## config.mk

```make
export PLATFORM = sky130hd
export DESIGN_NAME = pedal_full_down_learner
export DESIGN_NICKNAME = d
export VERILOG_FILES = /design/src/design/pfdl_pkg.sv /design/src/design/pedal_full_down_learner.sv
export SDC_FILE = /design/constraint.sdc
export NUM_CORES = 1
export LEC_CHECK = 0
export ABC_AREA = 1
export BUFFER_PORTS_ARGS = -buffer_cell sky130_fd_sc_hd__buf_2
export CELL_PAD_IN_SITES_DETAIL_PLACEMENT = 1
export CELL_PAD_IN_SITES_GLOBAL_PLACEMENT = 1
export CORE_MARGIN = 2
export CORE_UTILIZATION = 41
export DETAILED_ROUTE_END_ITERATION = 8
export GPL_ROUTABILITY_DRIVEN = 0
export GPL_TIMING_DRIVEN = 0
export PLACE_DENSITY_LB_ADDON = 0.1
export SYNTH_ARGS = -nofsm -noshare
export SYNTH_HDL_FRONTEND = slang
export SYNTH_SLANG_ARGS = --single-unit
```

## constraint.sdc

```tcl
create_clock -name clk -period 3.4 [get_ports clk]
set_input_delay 0.34 -clock clk [delete_from_list [all_inputs] [get_ports clk]]
set_output_delay 0.34 -clock clk [all_outputs]
set_load 0.05 [all_outputs]
```

## src/design/pfdl_pkg.sv

```systemverilog
`timescale 1ns / 1ps
// ----------------------------------------------------------------------------
// pfdl_pkg
// Shared types, register indexes and reset values for the pedal full-down
// position learner.
// ----------------------------------------------------------------------------
package pfdl_pkg;

  localparam int unsigned CfgIdxW   = 3;
  localparam int unsigned PosW      = 15;
  localparam int unsigned SampleW   = 16;
  localparam int unsigned CodeW     = 8;
  localparam int unsigned StepW     = 16;
  localparam int unsigned TimerW    = 8;

  typedef enum logic [CfgIdxW-1:0] {
    CFG_PEDAL_MAX      = 3'd0,
    CFG_INIT_THRESHOLD = 3'd1,
    CFG_SETTLE_DELAY   = 3'd2,
    CFG_INCREMENT_STEP = 3'd3,
    CFG_DECREMENT_STEP = 3'd4,
    CFG_JUMP_TO_SAMPLE = 3'd5
  } cfg_idx_t;

  localparam logic [CodeW-1:0]  RstPedalMax      = 8'd255;
  localparam logic [CodeW-1:0]  RstInitThreshold = 8'd0;
  localparam logic [TimerW-1:0] RstSettleDelay   = 8'd10;
  localparam logic [StepW-1:0]  RstIncrementStep = 16'd16;
  localparam logic [StepW-1:0]  RstDecrementStep = 16'd16;

  // sample codes at or above this give the decrease path a floor of zero
  localparam logic [SampleW-1:0] SampleSatCode = 16'd1024;

  typedef struct packed {
    logic [TimerW-1:0] timer;
    logic              armed;
    logic              due;
  } settle_t;

  // one tick of a settle timer for a path that runs this tick
  function automatic settle_t settle_tick(input logic [TimerW-1:0] timer,
                                          input logic              armed,
                                          input logic              cond,
                                          input logic [TimerW-1:0] delay);
    settle_t res;
    res.timer = timer;
    res.armed = cond;
    res.due   = 1'b0;
    if (cond) begin
      if (!armed) begin
        res.timer = delay;
      end else if (timer != '0) begin
        res.timer = timer - TimerW'(1);
      end else begin
        res.due = 1'b1;
      end
    end
    return res;
  endfunction

endpackage

```

## src/design/pedal_full_down_learner.sv

```systemverilog
`timescale 1ns / 1ps
// ----------------------------------------------------------------------------
// pedal_full_down_learner
// Learns the pedal full-down position from filtered position samples.
// ----------------------------------------------------------------------------
// One request is taken per clock while in_ready is high, and its result is
// registered: all of the learning logic sits between the request port and a
// result register, with a one-entry skid stage behind it, so one more request
// is taken while a result waits on out_ready; in_ready drops once the skid
// stage is full. Sustained rate is one request per cycle while out_ready
// is high. Learned position is at sample*16 scale. Configuration writes
// must only be issued while idle.
module pedal_full_down_learner
  import pfdl_pkg::*;
(
  input  logic                 clk,
  input  logic                 rst_n,
  input  logic                 in_valid,
  output logic                 in_ready,
  input  logic [SampleW-1:0]   in_pedal_sample,
  input  logic                 in_learn_enable,
  output logic                 out_valid,
  input  logic                 out_ready,
  output logic [PosW-1:0]      out_learned_position,
  output logic                 out_position_updated,
  input  logic                 cfg_valid,
  output logic                 cfg_ready,
  input  logic [CfgIdxW-1:0]   cfg_index,
  input  logic [StepW-1:0]     cfg_data
);

  logic [CodeW-1:0]  pedal_max_r, init_thr_r;
  logic [TimerW-1:0] settle_delay_r;
  logic [StepW-1:0]  inc_step_r, dec_step_r;
  logic              jump_r;

  logic [PosW-1:0]   learned_pos_r, learned_pos_nxt;
  logic [TimerW-1:0] rise_timer_r, rise_timer_nxt, fall_timer_r, fall_timer_nxt;
  logic              rise_armed_r, rise_armed_nxt, fall_armed_r, fall_armed_nxt;
  logic              updated_nxt;

  logic              out_valid_r, skid_valid_r;
  logic [PosW-1:0]   out_pos_r, skid_pos_r;
  logic              out_upd_r, skid_upd_r;

  logic              acc, take;

  assign cfg_ready = 1'b1;
  assign in_ready  = !skid_valid_r;
  assign acc       = in_valid && in_ready;
  assign take      = out_valid_r && out_ready;

  // configuration
  always_ff @(posedge clk) begin
    if (!rst_n) begin
      pedal_max_r    <= RstPedalMax;
      init_thr_r     <= RstInitThreshold;
      settle_delay_r <= RstSettleDelay;
      inc_step_r     <= RstIncrementStep;
      dec_step_r     <= RstDecrementStep;
      jump_r         <= 1'b0;
    end else if (cfg_valid) begin
      case (cfg_idx_t'(cfg_index))
        CFG_PEDAL_MAX:      pedal_max_r    <= cfg_data[CodeW-1:0];
        CFG_INIT_THRESHOLD: init_thr_r     <= cfg_data[CodeW-1:0];
        CFG_SETTLE_DELAY:   settle_delay_r <= cfg_data[TimerW-1:0];
        CFG_INCREMENT_STEP: inc_step_r     <= cfg_data;
        CFG_DECREMENT_STEP: dec_step_r     <= cfg_data;
        CFG_JUMP_TO_SAMPLE: jump_r         <= cfg_data[0];
        default: ;
      endcase
    end
  end

  // learning datapath
  logic [9:0]      limit;
  logic [13:0]     scaled;
  logic [13:0]     max_pos;
  logic [16:0]     inc_sum;
  logic [PosW-1:0] rise_val;
  logic [PosW-1:0] fall_base;
  logic            dec_under;
  logic [PosW-1:0] dec_val;
  logic [PosW-1:0] fall_val;
  logic            fall_cond;
  settle_t         rise_tick, fall_tick;

  always_comb begin
    limit     = {pedal_max_r, 2'b00};
    scaled    = {in_pedal_sample[9:0], 4'b0000};
    max_pos   = {pedal_max_r, 6'b000000};

    inc_sum   = {2'b00, learned_pos_r} + {1'b0, inc_step_r};
    if (jump_r || (inc_sum >= {3'b000, scaled})) begin
      rise_val = {1'b0, scaled};
    end else begin
      rise_val = inc_sum[PosW-1:0];
    end

    // 16384 wraps to zero in the 14-bit scaled value
    fall_base = (in_pedal_sample >= SampleSatCode) ? '0 : {1'b0, scaled};
    dec_under = {1'b0, learned_pos_r} < dec_step_r;
    dec_val   = learned_pos_r - dec_step_r[PosW-1:0];
    if (dec_under) begin
      fall_val = '0;
    end else if (!dec_val[PosW-1] && (dec_val > fall_base)) begin
      fall_val = dec_val;
    end else begin
      fall_val = fall_base;
    end

    fall_cond = (learned_pos_r > {1'b0, init_thr_r, 6'b000000})
             && (in_pedal_sample > {6'b000000, init_thr_r, 2'b00});

    rise_tick = settle_tick(rise_timer_r, rise_armed_r,
                            in_pedal_sample < {6'b000000, limit}, settle_delay_r);
    fall_tick = settle_tick(fall_timer_r, fall_armed_r, fall_cond, settle_delay_r);

    learned_pos_nxt = learned_pos_r;
    rise_timer_nxt  = rise_timer_r;
    rise_armed_nxt  = rise_armed_r;
    fall_timer_nxt  = fall_timer_r;
    fall_armed_nxt  = fall_armed_r;
    updated_nxt     = 1'b0;

    if (in_learn_enable) begin
      if (in_pedal_sample > {6'b000000, limit}) begin
        learned_pos_nxt = {1'b0, max_pos};
        updated_nxt     = 1'b1;
      end else if ({1'b0, scaled} > learned_pos_r) begin
        rise_timer_nxt = rise_tick.timer;
        rise_armed_nxt = rise_tick.armed;
        if (rise_tick.due) begin
          learned_pos_nxt = rise_val;
          updated_nxt     = 1'b1;
        end
      end else begin
        fall_timer_nxt = fall_tick.timer;
        fall_armed_nxt = fall_tick.armed;
        if (fall_tick.due) begin
          learned_pos_nxt = fall_val;
          updated_nxt     = 1'b1;
        end
      end
    end
  end

  always_ff @(posedge clk) begin
    if (!rst_n) begin
      learned_pos_r <= '0;
      rise_timer_r  <= '0;
      rise_armed_r  <= 1'b0;
      fall_timer_r  <= '0;
      fall_armed_r  <= 1'b0;
    end else if (acc) begin
      learned_pos_r <= learned_pos_nxt;
      rise_timer_r  <= rise_timer_nxt;
      rise_armed_r  <= rise_armed_nxt;
      fall_timer_r  <= fall_timer_nxt;
      fall_armed_r  <= fall_armed_nxt;
    end
  end

  // result register and skid stage
  always_ff @(posedge clk) begin
    if (!rst_n) begin
      out_valid_r  <= 1'b0;
      skid_valid_r <= 1'b0;
    end else begin
      if (take) begin
        if (skid_valid_r) begin
          out_valid_r  <= 1'b1;
          skid_valid_r <= acc;
        end else begin
          out_valid_r  <= acc;
        end
      end else if (!out_valid_r) begin
        out_valid_r <= acc;
      end else if (acc) begin
        skid_valid_r <= 1'b1;
      end
    end
  end

  always_ff @(posedge clk) begin
    if (take && skid_valid_r) begin
      out_pos_r <= skid_pos_r;
      out_upd_r <= skid_upd_r;
    end else if (acc && (take || !out_valid_r)) begin
      out_pos_r <= learned_pos_nxt;
      out_upd_r <= updated_nxt;
    end
    if (acc && out_valid_r && (!take || skid_valid_r)) begin
      skid_pos_r <= learned_pos_nxt;
      skid_upd_r <= updated_nxt;
    end
  end

  assign out_valid            = out_valid_r;
  assign out_learned_position = out_pos_r;
  assign out_position_updated = out_upd_r;

  // checks
  a_skid_behind_out: assert property (@(posedge clk) disable iff (!rst_n)
    skid_valid_r |-> out_valid_r)
    else $error("skid stage holds a result while the output register is empty");

  a_pos_range: assert property (@(posedge clk) disable iff (!rst_n)
    !learned_pos_r[PosW-1])
    else $error("learned position out of range");

  a_disabled_holds: assert property (@(posedge clk) disable iff (!rst_n)
    (acc && !in_learn_enable) |=> ($stable(learned_pos_r) && $stable(rise_armed_r)
                                   && $stable(fall_armed_r)))
    else $error("state changed on a request with learning disabled");

  a_no_update_when_disabled: assert property (@(posedge clk) disable iff (!rst_n)
    (acc && !in_learn_enable && !out_valid_r) |=> (out_valid_r && !out_upd_r))
    else $error("update flagged on a request with learning disabled");

endmodule
```

==> reports/qor.txt <==
outcome: complete, but fails checks
failing checks: setup timing
Synth cell types: 59
fin worst setup slack: -0.492 ns
register area: 2850 µm²
DP HPWL: 25,800 µm
I/O pin total: 60
dominant synthesized flop cell: dfxtp_1
Clock Skew: 0.0133 ns
Port Buffers: 56
fin cells: 1,733
met3 GRT Util: 4.11%
Slew @ Worst Pin: 1.36 ns
max_cap viols: 0
share of cells above drive strength 1: 24.2%
Net count, final: 1,569
vias: 9,565
worst hold path type: in -> reg
Crit Path Category: reg -> reg
CP Max Fanout: 8
Worst Setup Start Kind: flop
CTS Buf Count: 17
critical path endpoint category: flop
Tcrit/Tclk final: 114%
Final Max Slew Viols: 0
initial antenna violation count: 0
Synth Net Count: 1,443
largest net degree at the start of global routing: 18
met2 GRT Util: 47.5%
Reg clk slew, reported paths: 0.07 ns
Mapped Area: 9130 µm²
M1 GR Usage: 41.8%
RSZ-0062 raised after global routing: yes
mean post-synth cell area: 6.95 µm²
clock latency on the worst-skew pair: 0.44 ns
residual DRC count: 0
Total GRT Usage: 30.3%
DIE WIDTH: 153 µm
first-pass GRT wire length: 55,200 µm
drt via density: 5.52
# fillers: 2,809
Post-DRT Antenna Nets: 0
slowest CP cell: dfxtp_4
Post-Route WL: 35,500 µm
Hold Vio Cnt, Final: 0
core region area: 21,800 µm²
row count: 54
Total Power: 4980 µW
Slew Limit Headroom: 8.82%
Synth area leader: dfxtp_1
CTS tree: built
Ys Warns: 0
synth top area cells: dfxtp_1, nand2_1, ha_1, edfxtp_1, inv_1
full die area: 23,500 µm²
clock buffer depth: 2
Post-synth EDFFs: 32
CTS Sinks: 124
Inst Count DP: 1,651
min Tclk post-route: 3.89 ns
endpoints failing setup: 42
CP Data Arrival Time: 4.09 ns
drt pass-1 iters: 5
crit-path max cell delay: 0.46 ns
multi-input logic area: 6070 µm²
GRT Residual Overflow: 0
P_leak: 0.00532 µW
CTS Root Buffer Type: clkbuf_16
Required @ worst endpoint: 3.60 ns
Final Util: 52.8%
Synth top area share: 20.2%
antenna diode count: 0
vias in the first global route: 9,816
setup TNS: -15.59 ns
Worst IR Drop VDD: 0.349 mV
busiest grt layer: met2
Initial Utilization: 41.8%
Syn Inst Count: 1,314
Crit path top cell by count: nand2_2
P&R area growth vs syn: 26.2%
Die H: 153 µm
highest clock rate: 257 MHz
Post-synth ARST share: 0%
part of the Yosys area used for sequential elements: 30.7%
DR iter-0 viols: 657
critical-path cell list: ha_1, nand2_1, inv_1, a21oi_1, nand2_2, xnor2_2, inv_2, ha_4, a21o_1, a21oi_1, nand4_1, nand2_2, nand3_2, nor2_4, buf_6, nand3b_1, nand3_1, nand2_2, nand2_2, nand2_1, nand3_1, nand2_1
Routed wire per std cell: 20.5 µm
Power Dens Cells: 432 nW/µm²
H-tree lvl count: 4
post-synthesis register bit count: 124
==> power by group <==
part,switching [µW],internal [µW]
clock network,866,1050
logic,914,521
registers,57.6,1570
==> routing by layer <==
layer,up-vias,share of wire (%)
met4,0,4.3
met3,79,5.4
met1,4590,46
met2,277,44
li1,4619,-
met5,-,0
==> placed cells by master, fill, tap and decap left out, drive strengths merged, types with 2 or more instances in the layout <==
cell	instances
nand3	91
or2	2
o21ai	102
edfxtp	32
a21oi	130
clkinvlp	3
inv	194
clkbuf	39
a211oi	4
o211ai	12
nand4	26
nor4	3
and2	2
nand2	309
ha	86
a31o	3
o31ai	2
xnor2	7
clkinv	8
dfxtp	92
fa	2
xor2	15
a31oi	10
nor3	12
o21bai	4
a21o	5
buf	121
a21boi	7
o21a	3
nor2	116
nand3b	5
==> final timing paths <==
path	startpoint	to	slack, ns	cells past startpoint
setup / recovery	learned_pos_r[9]	out_learned_position[6]	-0.49	22
hold / removal	cfg_data[15]	dec_step_r[15]	0.14	3
setup reg to reg	learned_pos_r[9]	out_learned_position[6]	-0.49	22
hold reg to reg	dec_step_r[11]	dec_step_r[11]	0.48	2
==> per-stage QoR <==
step / hold WS [ns] / setup slack (ns) / cell area, µm²
final: 0.141 / -0.492 / 11500
after floorplan: 0.435 / 0.00369 / 9180
after global routing: 0.160 / -0.694 / 11500
after CTS: 0.136 / -0.358 / 11200
after detailed placement: 0.461 / -0.901 / 9810
after global placement: 0.456 / -0.836 / 9810
==> flip-flops by register name, indices dropped and copies added, names as in the netlist, 8 cells and up <==
signal,count
learned_pos_r,15
pedal_max_r,8
settle_delay_r,8
rise_timer_r,8
fall_timer_r,8
init_thr_r,8
skid_pos_r,15
inc_step_r,16
dec_step_r,16
out_learned_position,15
==> layout make-up <==
class,instances,area share (%)
multi-input cells,962,52.7
well taps,280,3.04
inverters,191,6.47
clock buffers,17,3.69
flip-flops and latches,124,24.7
clock inverters,15,1.48
plain buffers,36,1.75
repair buffers,108,6.14
==> worst max-delay path: cells and delay by family, from the launching register on <==
family	cells	cell delay, ns
simple gates	13	1.47
fa+ha+maj	2	0.60
buf+inv	3	0.31
compound gates	3	0.57
xor+xnor	1	0.23
flops	1	0.46
==> cell families (layout without fill, tap and decap cells) <==
group / count (synthesis) / in the layout / synth area share [%]
and+or+nand+nor: 567 / 567 / 27.3
xor gates and xnor gates: 22 / 22 / 2.11
other: 1 / 1 / 0.0411
AOI/OAI and AO/OA: 284 / 284 / 17.3
DFF: 124 / 124 / 30.7
adders and majority gates: 88 / 88 / 12.2
buffers and inverters: 228 / 367 / 10.3
==> synthesized netlist by cell type, types with 4 or more instances <==
library cell    n
nor3_1          9
inv_1         176
o21bai_1        4
clkinv_1        4
xnor2_1         7
a21oi_1       126
o21ai_0        91
nand3_1        84
dfxtp_1        92
a21boi_0        6
nor2_2          5
nand2_1       298
o211ai_1       12
edfxtp_1       32
a211oi_1        4
nand3_2         6
a21o_1          5
nand2_2        10
nand3b_1        5
ha_1           86
buf_6           6
xor2_1         15
a31oi_1        10
nand4_1        25
clkbuf_1       21
o21ai_1         8
nor2_1        110
inv_2           9
==> timing repair <==
action | in CTS | in global routing
setup buffers | 37 | 12
endpoints found under the setup margin | 42 | 42
pin swaps | 47 | 55
hold buffers | 0 | 0
gates resized for setup | 137 | 54
cloned | 1 | 1
No activity file was read; power rests on OpenSTA's default activity.
